$ cat src/hdl/blcs_pkg.sv
// ----------------------------------------------------------------------------
// blcs_pkg: shared types and constants
// Statement codes, error codes, stack sizes and the decoded command word that
// passes from the front end to the executing back end.
// ----------------------------------------------------------------------------
package blcs_pkg;

  localparam int FOR_DEPTH    = 15;
  localparam int REPEAT_DEPTH = 16;
  localparam int WHILE_DEPTH  = 16;
  localparam int LINE_BITS    = 16;
  localparam int VALUE_BITS   = 32;
  localparam int FOR_CW = $clog2(FOR_DEPTH + 1);
  localparam int REP_CW = $clog2(REPEAT_DEPTH + 1);
  localparam int WHL_CW = $clog2(WHILE_DEPTH + 1);
  localparam int FOR_AW = (FOR_DEPTH > 1) ? $clog2(FOR_DEPTH) : 1;
  localparam int REP_AW = (REPEAT_DEPTH > 1) ? $clog2(REPEAT_DEPTH) : 1;
  localparam int WHL_AW = (WHILE_DEPTH > 1) ? $clog2(WHILE_DEPTH) : 1;

  // Q16.16 one.
  localparam logic signed [VALUE_BITS-1:0] Q_ONE = VALUE_BITS'(32'h0001_0000);

  localparam logic [2:0] MODE_FOR    = 3'd0;
  localparam logic [2:0] MODE_NEXT   = 3'd1;
  localparam logic [2:0] MODE_REPEAT = 3'd2;
  localparam logic [2:0] MODE_UNTIL  = 3'd3;
  localparam logic [2:0] MODE_WHILE  = 3'd4;
  localparam logic [2:0] MODE_WEND   = 3'd5;

  localparam logic [2:0] ERR_OK        = 3'd0;
  localparam logic [2:0] ERR_FOR_FULL  = 3'd1;
  localparam logic [2:0] ERR_NO_FOR    = 3'd2;
  localparam logic [2:0] ERR_MISMATCH  = 3'd3;
  localparam logic [2:0] ERR_NO_REPEAT = 3'd4;
  localparam logic [2:0] ERR_NO_WHILE  = 3'd5;
  localparam logic [2:0] ERR_FULL      = 3'd6;

  // Decoded statement handed to the back end.
  typedef struct packed {
    logic                         is_for;
    logic                         is_next;
    logic                         is_repeat;
    logic                         is_until;
    logic                         is_while;
    logic                         is_wend;
    logic                         cond;
    logic [LINE_BITS-1:0]         line_number;
    logic [7:0]                   var_id;
    logic signed [VALUE_BITS-1:0] value_a;
    logic signed [VALUE_BITS-1:0] end_value;
    logic signed [VALUE_BITS-1:0] step;
  } cmd_t;

  typedef struct packed {
    logic                         jump;
    logic [LINE_BITS-1:0]         next_line;
    logic                         write_var;
    logic signed [VALUE_BITS-1:0] var_value;
    logic                         skip_body;
    logic [2:0]                   error_code;
  } res_t;

endpackage

$ cat src/hdl/blcs_front.sv
// ----------------------------------------------------------------------------
// blcs_front: statement decoder
// Accepts input words, decodes the statement kind and the default step, and
// pushes one command per word into a two-entry queue for the back end.
// ----------------------------------------------------------------------------
module blcs_front (
  input  logic                                 clk,
  input  logic                                 rst,
  input  logic                                 in_valid,
  output logic                                 in_ready,
  input  logic [2:0]                           mode,
  input  logic [blcs_pkg::LINE_BITS-1:0]       line_number,
  input  logic [7:0]                           var_id,
  input  logic signed [blcs_pkg::VALUE_BITS-1:0] value_a,
  input  logic signed [blcs_pkg::VALUE_BITS-1:0] end_value,
  input  logic signed [blcs_pkg::VALUE_BITS-1:0] step_value,
  input  logic                                 step_given,
  output logic                                 cmd_valid,
  input  logic                                 cmd_ready,
  output blcs_pkg::cmd_t                       cmd
);

  blcs_pkg::cmd_t q [2];
  logic           wr_ptr, rd_ptr;
  logic [1:0]     fill;
  blcs_pkg::cmd_t dec;
  logic           push, pop;

  // Decode one statement word.
  always_comb begin
    dec             = '0;
    dec.is_for      = (mode == blcs_pkg::MODE_FOR);
    dec.is_next     = (mode == blcs_pkg::MODE_NEXT);
    dec.is_repeat   = (mode == blcs_pkg::MODE_REPEAT);
    dec.is_until    = (mode == blcs_pkg::MODE_UNTIL);
    dec.is_while    = (mode == blcs_pkg::MODE_WHILE);
    dec.is_wend     = (mode == blcs_pkg::MODE_WEND);
    dec.cond        = (value_a != '0);
    dec.line_number = line_number;
    dec.var_id      = var_id;
    dec.value_a     = value_a;
    dec.end_value   = end_value;
    dec.step        = step_given ? step_value : blcs_pkg::Q_ONE;
  end

  assign in_ready  = (fill != 2'd2);
  assign push      = in_valid && in_ready;
  assign cmd_valid = (fill != 2'd0);
  assign pop       = cmd_valid && cmd_ready;
  assign cmd       = q[rd_ptr];

  // Queue storage.
  always_ff @(posedge clk) begin
    if (push) q[wr_ptr] <= dec;
  end

  // Queue pointers.
  always_ff @(posedge clk) begin
    if (rst) begin
      wr_ptr <= 1'b0;
      rd_ptr <= 1'b0;
      fill   <= 2'd0;
    end else begin
      if (push) wr_ptr <= ~wr_ptr;
      if (pop) rd_ptr <= ~rd_ptr;
      fill <= fill + 2'(push) - 2'(pop);
    end
  end

endmodule

$ cat src/hdl/blcs_back.sv
// ----------------------------------------------------------------------------
// blcs_back: stack executor
// Executes one command per cycle while the result is not stalled, against
// the three loop stacks, and registers the result word in an output stage.
// ----------------------------------------------------------------------------
module blcs_back (
  input  logic               clk,
  input  logic               rst,
  input  logic               cmd_valid,
  output logic               cmd_ready,
  input  blcs_pkg::cmd_t     cmd,
  output logic               res_valid,
  input  logic               res_ready,
  output blcs_pkg::res_t     res
);

  logic [7:0]                            for_var       [blcs_pkg::FOR_DEPTH];
  logic signed [blcs_pkg::VALUE_BITS-1:0] for_limit    [blcs_pkg::FOR_DEPTH];
  logic signed [blcs_pkg::VALUE_BITS-1:0] for_increment [blcs_pkg::FOR_DEPTH];
  logic [blcs_pkg::LINE_BITS-1:0]        for_line      [blcs_pkg::FOR_DEPTH];
  logic [blcs_pkg::LINE_BITS-1:0]        repeat_lines  [blcs_pkg::REPEAT_DEPTH];
  logic [blcs_pkg::LINE_BITS-1:0]        while_lines   [blcs_pkg::WHILE_DEPTH];

  logic [blcs_pkg::FOR_CW-1:0] for_count, for_count_next;
  logic [blcs_pkg::REP_CW-1:0] repeat_count, repeat_count_next;
  logic [blcs_pkg::WHL_CW-1:0] while_count, while_count_next;

  logic [blcs_pkg::FOR_AW-1:0] for_top, for_wa;
  logic [blcs_pkg::REP_AW-1:0] rep_top, rep_wa;
  logic [blcs_pkg::WHL_AW-1:0] whl_top, whl_wa;

  logic go, for_push, rep_push, whl_push;
  blcs_pkg::res_t r;
  logic signed [blcs_pkg::VALUE_BITS:0] sum;
  logic signed [blcs_pkg::VALUE_BITS-1:0] nv, inc, lim;
  logic done;

  assign cmd_ready = !res_valid || res_ready;
  assign go        = cmd_valid && cmd_ready;

  assign for_top = blcs_pkg::FOR_AW'(for_count - 1'b1);
  assign rep_top = blcs_pkg::REP_AW'(repeat_count - 1'b1);
  assign whl_top = blcs_pkg::WHL_AW'(while_count - 1'b1);
  assign for_wa  = blcs_pkg::FOR_AW'(for_count);
  assign rep_wa  = blcs_pkg::REP_AW'(repeat_count);
  assign whl_wa  = blcs_pkg::WHL_AW'(while_count);

  // Saturating add of the step to the current value, and the exit test.
  always_comb begin
    inc = for_increment[for_top];
    lim = for_limit[for_top];
    sum = {cmd.value_a[blcs_pkg::VALUE_BITS-1], cmd.value_a} +
          {inc[blcs_pkg::VALUE_BITS-1], inc};
    if (sum[blcs_pkg::VALUE_BITS] != sum[blcs_pkg::VALUE_BITS-1])
      nv = sum[blcs_pkg::VALUE_BITS] ? {1'b1, {(blcs_pkg::VALUE_BITS-1){1'b0}}}
                                     : {1'b0, {(blcs_pkg::VALUE_BITS-1){1'b1}}};
    else
      nv = sum[blcs_pkg::VALUE_BITS-1:0];
    done = (inc > 0) ? (nv > lim) : (nv < lim);
  end

  // Statement execution.
  always_comb begin
    r                 = '0;
    for_count_next    = for_count;
    repeat_count_next = repeat_count;
    while_count_next  = while_count;
    for_push = 1'b0;
    rep_push = 1'b0;
    whl_push = 1'b0;
    priority if (cmd.is_for) begin
      if (for_count >= blcs_pkg::FOR_CW'(blcs_pkg::FOR_DEPTH)) begin
        r.error_code = blcs_pkg::ERR_FOR_FULL;
      end else begin
        r.write_var    = 1'b1;
        r.var_value    = cmd.value_a;
        for_push       = 1'b1;
        for_count_next = for_count + 1'b1;
      end
    end else if (cmd.is_next) begin
      if (for_count == '0) begin
        r.error_code = blcs_pkg::ERR_NO_FOR;
      end else if (for_var[for_top] != cmd.var_id) begin
        r.error_code = blcs_pkg::ERR_MISMATCH;
      end else begin
        r.write_var = 1'b1;
        r.var_value = nv;
        if (done) begin
          for_count_next = for_count - 1'b1;
        end else begin
          r.jump      = 1'b1;
          r.next_line = for_line[for_top];
        end
      end
    end else if (cmd.is_repeat) begin
      if (repeat_count >= blcs_pkg::REP_CW'(blcs_pkg::REPEAT_DEPTH)) begin
        r.error_code = blcs_pkg::ERR_FULL;
      end else begin
        rep_push          = 1'b1;
        repeat_count_next = repeat_count + 1'b1;
      end
    end else if (cmd.is_until) begin
      if (repeat_count == '0) begin
        r.error_code = blcs_pkg::ERR_NO_REPEAT;
      end else if (!cmd.cond) begin
        r.jump      = 1'b1;
        r.next_line = repeat_lines[rep_top];
      end else begin
        repeat_count_next = repeat_count - 1'b1;
      end
    end else if (cmd.is_while) begin
      if (!cmd.cond) begin
        r.skip_body = 1'b1;
      end else if (while_count >= blcs_pkg::WHL_CW'(blcs_pkg::WHILE_DEPTH)) begin
        r.error_code = blcs_pkg::ERR_FULL;
      end else begin
        whl_push         = 1'b1;
        while_count_next = while_count + 1'b1;
      end
    end else if (cmd.is_wend) begin
      if (while_count == '0) begin
        r.error_code = blcs_pkg::ERR_NO_WHILE;
      end else if (cmd.cond) begin
        r.jump      = 1'b1;
        r.next_line = while_lines[whl_top];
      end else begin
        while_count_next = while_count - 1'b1;
      end
    end else begin
      r = '0;
    end
  end

  // Stack storage.
  always_ff @(posedge clk) begin
    if (go && for_push) begin
      for_var[for_wa]       <= cmd.var_id;
      for_limit[for_wa]     <= cmd.end_value;
      for_increment[for_wa] <= cmd.step;
      for_line[for_wa]      <= cmd.line_number;
    end
    if (go && rep_push) repeat_lines[rep_wa] <= cmd.line_number;
    if (go && whl_push) while_lines[whl_wa] <= cmd.line_number;
  end

  // Stack depths and output stage.
  always_ff @(posedge clk) begin
    if (rst) begin
      for_count    <= '0;
      repeat_count <= '0;
      while_count  <= '0;
      res_valid    <= 1'b0;
    end else begin
      if (go) begin
        for_count    <= for_count_next;
        repeat_count <= repeat_count_next;
        while_count  <= while_count_next;
        res_valid    <= 1'b1;
      end else if (res_ready) begin
        res_valid <= 1'b0;
      end
    end
  end

  always_ff @(posedge clk) begin
    if (go) res <= r;
  end

endmodule

$ cat src/hdl/basic_loop_control_stack_unit.sv
// ----------------------------------------------------------------------------
// basic_loop_control_stack_unit: BASIC loop control
// FOR/NEXT, REPEAT/UNTIL and WHILE/WEND execution with three stacks.
// ----------------------------------------------------------------------------
// Each input word is one statement and yields exactly one result word. A
// decoder stage writes each accepted word into a two-entry queue; the executor
// takes one statement per cycle while the result is not stalled, so the
// sustained rate is then one word per cycle. The result word is registered
// first in the queue entry and then in the result register. A stalled result
// holds the executor and, once the queue is full, the input. Stacks need no
// clearing after reset.
module basic_loop_control_stack_unit (
  input  logic         clk,
  input  logic         rst,
  input  logic         s_tvalid,
  output logic         s_tready,
  // tdata: mode[2:0], line_number[18:3], var_id[26:19], value_a[58:27],
  // end_value[90:59], step_value[122:91], step_given[123], zero fill
  input  logic [127:0] s_tdata,
  output logic         m_tvalid,
  input  logic         m_tready,
  // tdata: jump[0], next_line[16:1], write_var[17], var_value[49:18],
  // skip_body[50], error_code[53:51], zero fill
  output logic [55:0]  m_tdata
);

  logic           cmd_valid, cmd_ready;
  blcs_pkg::cmd_t cmd;
  blcs_pkg::res_t res;

  blcs_front u_front (
    .clk(clk), .rst(rst),
    .in_valid(s_tvalid), .in_ready(s_tready),
    .mode(s_tdata[2:0]), .line_number(s_tdata[18:3]), .var_id(s_tdata[26:19]),
    .value_a(s_tdata[58:27]), .end_value(s_tdata[90:59]),
    .step_value(s_tdata[122:91]), .step_given(s_tdata[123]),
    .cmd_valid(cmd_valid), .cmd_ready(cmd_ready), .cmd(cmd)
  );

  blcs_back u_back (
    .clk(clk), .rst(rst),
    .cmd_valid(cmd_valid), .cmd_ready(cmd_ready), .cmd(cmd),
    .res_valid(m_tvalid), .res_ready(m_tready), .res(res)
  );

  assign m_tdata = {2'b00, res.error_code, res.skip_body, res.var_value,
                    res.write_var, res.next_line, res.jump};

endmodule

$ cat config.mk
export PLATFORM = sky130hd
export DESIGN_NAME = basic_loop_control_stack_unit
export DESIGN_NICKNAME = d
export VERILOG_FILES = /design/src/hdl/blcs_pkg.sv /design/src/hdl/blcs_front.sv /design/src/hdl/blcs_back.sv /design/src/hdl/basic_loop_control_stack_unit.sv
export SDC_FILE = /design/constraint.sdc
export NUM_CORES = 2
export LEC_CHECK = 0
export ABC_AREA = 1
export BUFFER_PORTS_ARGS = -buffer_cell sky130_fd_sc_hd__buf_4
export CAP_MARGIN = 20
export CORE_UTILIZATION = 56
export DETAILED_ROUTE_END_ITERATION = 10
export GPL_ROUTABILITY_DRIVEN = 0
export GPL_TIMING_DRIVEN = 0
export PLACE_DENSITY = 0.75
export SYNTH_ARGS = -nofsm -noshare
export SYNTH_HDL_FRONTEND = slang
export SYNTH_SLANG_ARGS = --single-unit
$ cat constraint.sdc
create_clock -name clk -period 11.2 [get_ports clk]
set_input_delay 1.68 -clock clk [delete_from_list [all_inputs] [get_ports clk]]
set_output_delay 1.68 -clock clk [all_outputs]
set_load 0.02 [all_outputs]
==> results <==
- The count of final hold-check violations is 0.
- The fmax is 93.1 MHz.
- The count of different cell masters after synthesis is 52.
- The final count of pins violating max slew came to 0.
- The post-layout utilization of the core is 64.9%.
- The critical path capture point type is a flop.
- STA puts the critical path data required time at 11770 ps.
- The final global-route overflow total is 0.
- The timing startpoint of the critical path is u_back.for_count[0].
- For this design the ratio of total power to cell area is 294 nW/µm².
- The quantity of I/O buffers inserted on ports is 183.
- The clock root buffer is clkbuf_16.
- The routed layout has 62600 vias.
- The slowest stage of the critical path belongs to the cell nor4_1.
- The critical path ends at u_back.res[40].
- In the final routing, the length of wire on met1 measures 92.1 mm.
- The number of CTS-inserted buffers is 207.
- The count of nets left with antenna violations after detail routing is 0.
- The via count of the first global-routing pass is 59900.
- In this run the deepest clock path goes through 3 buffers.
- The clock reaches the later pin of the worst-skew pair after 870 ps.
- The critical setup path kind is reg2reg.
- The floorplan step set the die height to 399 µm.
- Setup repair after global routing left no endpoint under its margin.
- Sequential elements use 73.2% of the synthesized area.
- The cell area that synthesis handed to floorplanning was 88300 µm².
- The share of final-layout standard cells stronger than drive strength 1 is 11.5%.
- The global-route wire length before repair is 379 mm.
- Measured against its own limit, the worst slew margin works out to 24.0%.
- In this run, the number of DRC markers left after iteration 0 of detailed routing was 9663.
- The highest routing layer actually used is met5.
- The flow ran to the end, and the final reports show no timing, DRC or antenna violations.
- The number of filler instances in the final layout is 10900.
- At the end of the flow, the number of nets in the layout was 7742.
- In the final layout, flip-flops and latches occupy 64700 µm².
- The capture point of the worst reg-to-reg path is u_back.res[40].
- The startpoint of the worst register-to-register path is u_back.for_count[0].
- The start point of the worst min-delay path is u_front.rd_ptr.
- The number of antenna violations at the first check in global routing is 8.
- The die covers 159000 µm².
- The total met2 wirelength after detailed routing is 118 mm.
- After detailed routing, the average wire length per cell comes to 26.8 µm.
- After clock tree synthesis, the clock-pin slew on the worst setup and hold paths is 60 ps.
- The worst IR drop on VDD is 473 µV.
- The horizontal die dimension is 399 µm.
- During synthesis, Yosys emitted a total of 0 warnings.
- The critical path's largest stage delay is 640 ps.
- The remaining routing DRC violations is 0.
- The worst hold path belongs to the class reg2reg.
- The core region is 156000 µm².
- With fillers left out, the area of the finished cells amounts to 102000 µm².
- After layout, the minimum clock period comes to 10740 ps.
- Across all register-to-register paths, the minimum setup slack is 460 ps.
- The cell repeated most along the worst path is nand2_1.
- The worst setup skew after layout is 61.6 ps.
- The maximum number of pins on one net before global-route repair is 48.
- The number of violations of the max-capacitance limit is 0.
- The register bit count reported by yosys is 2160.
- The final routed wirelength across all metal layers is 262 mm.
- TritonCTS built the clock tree.
- For this run, the detailed router's first-pass iteration total came to 7.
- The count of cells along the worst register-to-register path is 48.
- The setup violation total in the final timing report is 0.
- The number of levels in the clock H-tree is 4.
- The floorplan has 145 rows.
- The startpoint type of the worst setup path is a flop.
- The final HPWL from detailed placement is 176 mm.
- The instance count of the mapped netlist is 7010.
- The maximum fanout along the worst path is 30.
- STA puts the critical path data arrival time at 11310 ps.
- The slew at the pin closest to its max-slew limit is 1130 ps.
- In this run the count of I/O pins placed on the die edge is 190.
- The leakage dissipation is 36.3 nW.
- The final worst-path cycle share is 95.9%.
- The detailed route wirelength on metal3 is 35.5 mm.
- The detail-routed via count per cell is 6.41.
- The total routing usage reported by global routing is 32.5%.
- The number of setup buffers added after CTS is 0.
- In this run the cell area measured after placement is 94700 µm².
- The post-synthesis area per instance is 12.6 µm².
- Overall power consumption after layout is estimated at 29.8 mW.
- The multi-input combinational cells in the finished layout cover a total of 21100 µm².
- The initial core utilization is 56.5%.
- Compared with the post-synthesis result, the final layout area differs by 14.9%.
- Counting every sink on the clock net gives 2160.
## sequential cells by signal, indices dropped and copies added (netlist names), 54 cells and up, named ones only
signal                flops
u_back.while_lines      256
u_back.for_var          120
u_back.repeat_lines     256
u_back.for_increment    480
u_back.for_line         240
u_front.q               254
u_back.res               54
u_back.for_limit        480
## repair_timing
action | 4_1_cts | 5_1_grt
gates resized for setup | 0 | 0
endpoints found under the setup margin | 20 | 21
hold buffers | 0 | 0
## layout make-up
type | count | share of cell area, %
antenna | 3 | 0.00739
buffer | 425 | 1.92
clock buffer | 241 | 5.31
clock inverter | 144 | 1.37
inverter | 218 | 0.806
multi-input combinational | 4206 | 20.8
sequential | 2160 | 63.7
tap | 2058 | 2.54
timing repair buffer | 310 | 3.54
## layer usage
metal  track usage [%]  up-vias
li1                  -    26600
met1              43.2    30200
met2              50.0     4916
met3              7.57      870
met4              17.5        8
met5                 0        -
## metrics by stage
| step | setup TNS [ps] | std cells | setup WS, ps | hold WS (ps) |
|---|---|---|---|---|
| 2_1_floorplan | -211190 | 7011 | -800 | 426 |
| 3_3_place_gp | -9264390 | 9252 | -11130 | 438 |
| 3_5_place_dp | -2140 | 9378 | -288 | 455 |
| 4_1_cts | 0 | 9762 | 281 | 469 |
| 5_1_grt | 0 | 9762 | 12.6 | 488 |
| 6_report | 0 | 9765 | 460 | 471 |
## critical path: cells and delay by family, from the launching register on
family,cells,cell delay [ps]
buffers and inverters,16,3810
and+or+nand+nor,23,3830
DFF,1,340
adders and majority gates,4,1230
AOI/OAI and AO/OA,4,1020
xor gates and xnor gates,1,190
## worst min-delay path by stage
stage | cells after the start | to | slack (ps)
2_1_floorplan | 1 | flop | 430
3_3_place_gp | 1 | u_front.rd_ptr | 440
3_5_place_dp | 1 | u_front.rd_ptr | 460
4_1_cts | 1 | u_front.rd_ptr | 470
5_1_grt | 1 | u_front.rd_ptr | 490
6_report | 1 | u_front.rd_ptr | 470
## power by group
part	total, mW	switching (mW)	internal, mW
sequential	10.4	0.147	10.3
clock	7.01	3.06	3.94
combinational	12.4	9.01	3.40
total	29.8	12.2	17.6
## layout by cell type (no fill, tap or decap), types with 50 or more instances in the layout
cell type / count
a32o_1: 80
a21oi_1: 599
buf_4: 198
edfxtp_1: 2140
a22oi_1: 65
or2_2: 50
clkinv_1: 59
clkbuf_1: 284
o211ai_1: 62
ha_1: 81
nand2_1: 1893
a221oi_1: 81
o21ai_0: 232
nor2_1: 162
nand3_1: 588
buf_2: 101
buf_6: 62
buf_12: 60
inv_1: 204
clkbuf_16: 211
## cell families (layout without fill, tap and decap cells)
group / Yosys count / in the layout / synth area share [%]
and+or+nand+nor: 2802 / 2802 / 13.0
DFF: 2160 / 2160 / 73.2
AOI/OAI and AO/OA: 1280 / 1280 / 9.03
buffers and inverters: 645 / 1338 / 3.14
adders and majority gates: 82 / 82 / 1.17
xor gates and xnor gates: 20 / 20 / 0.198
muxes: 20 / 20 / 0.227
other: 1 / 5 / 0.00424
## cells in the mapped netlist (all sizes together)
| cell | instances | area [µm²] |
|---|---|---|
| a211oi | 6 | 45.0 |
| a21bo | 1 | 10.0 |
| a21oi | 609 | 3080 |
| a221o | 35 | 350 |
| a221oi | 81 | 709 |
| a22oi | 65 | 488 |
| a31oi | 21 | 131 |
| a32o | 80 | 801 |
| and2 | 1 | 6.26 |
| buf | 171 | 996 |
| clkbuf | 256 | 961 |
| clkinv | 4 | 15.0 |
| conb | 1 | 3.75 |
| dfxtp | 20 | 400 |
| edfxtp | 2140 | 64300 |
| fa | 1 | 20.0 |
| ha | 81 | 1010 |
| inv | 214 | 803 |
| mux2i | 20 | 200 |
| nand2 | 1913 | 7200 |
| nand3 | 589 | 2950 |
| nand3b | 2 | 15.0 |
| nand4 | 16 | 100 |
| nor2 | 196 | 736 |
| nor3 | 21 | 110 |
| nor4 | 13 | 81.3 |
| o2111ai | 16 | 196 |
| o211ai | 62 | 465 |
| o21a | 7 | 52.6 |
| o21ai | 245 | 1230 |
| o21bai | 2 | 15.0 |
| o221a | 1 | 11.3 |
| o221ai | 1 | 8.76 |
| o22ai | 1 | 6.26 |
| o31ai | 32 | 240 |
| o32ai | 15 | 131 |
| or2 | 51 | 319 |
| xnor2 | 2 | 17.5 |
| xor2 | 18 | 158 |
Power figures use the tool's default switching activity.
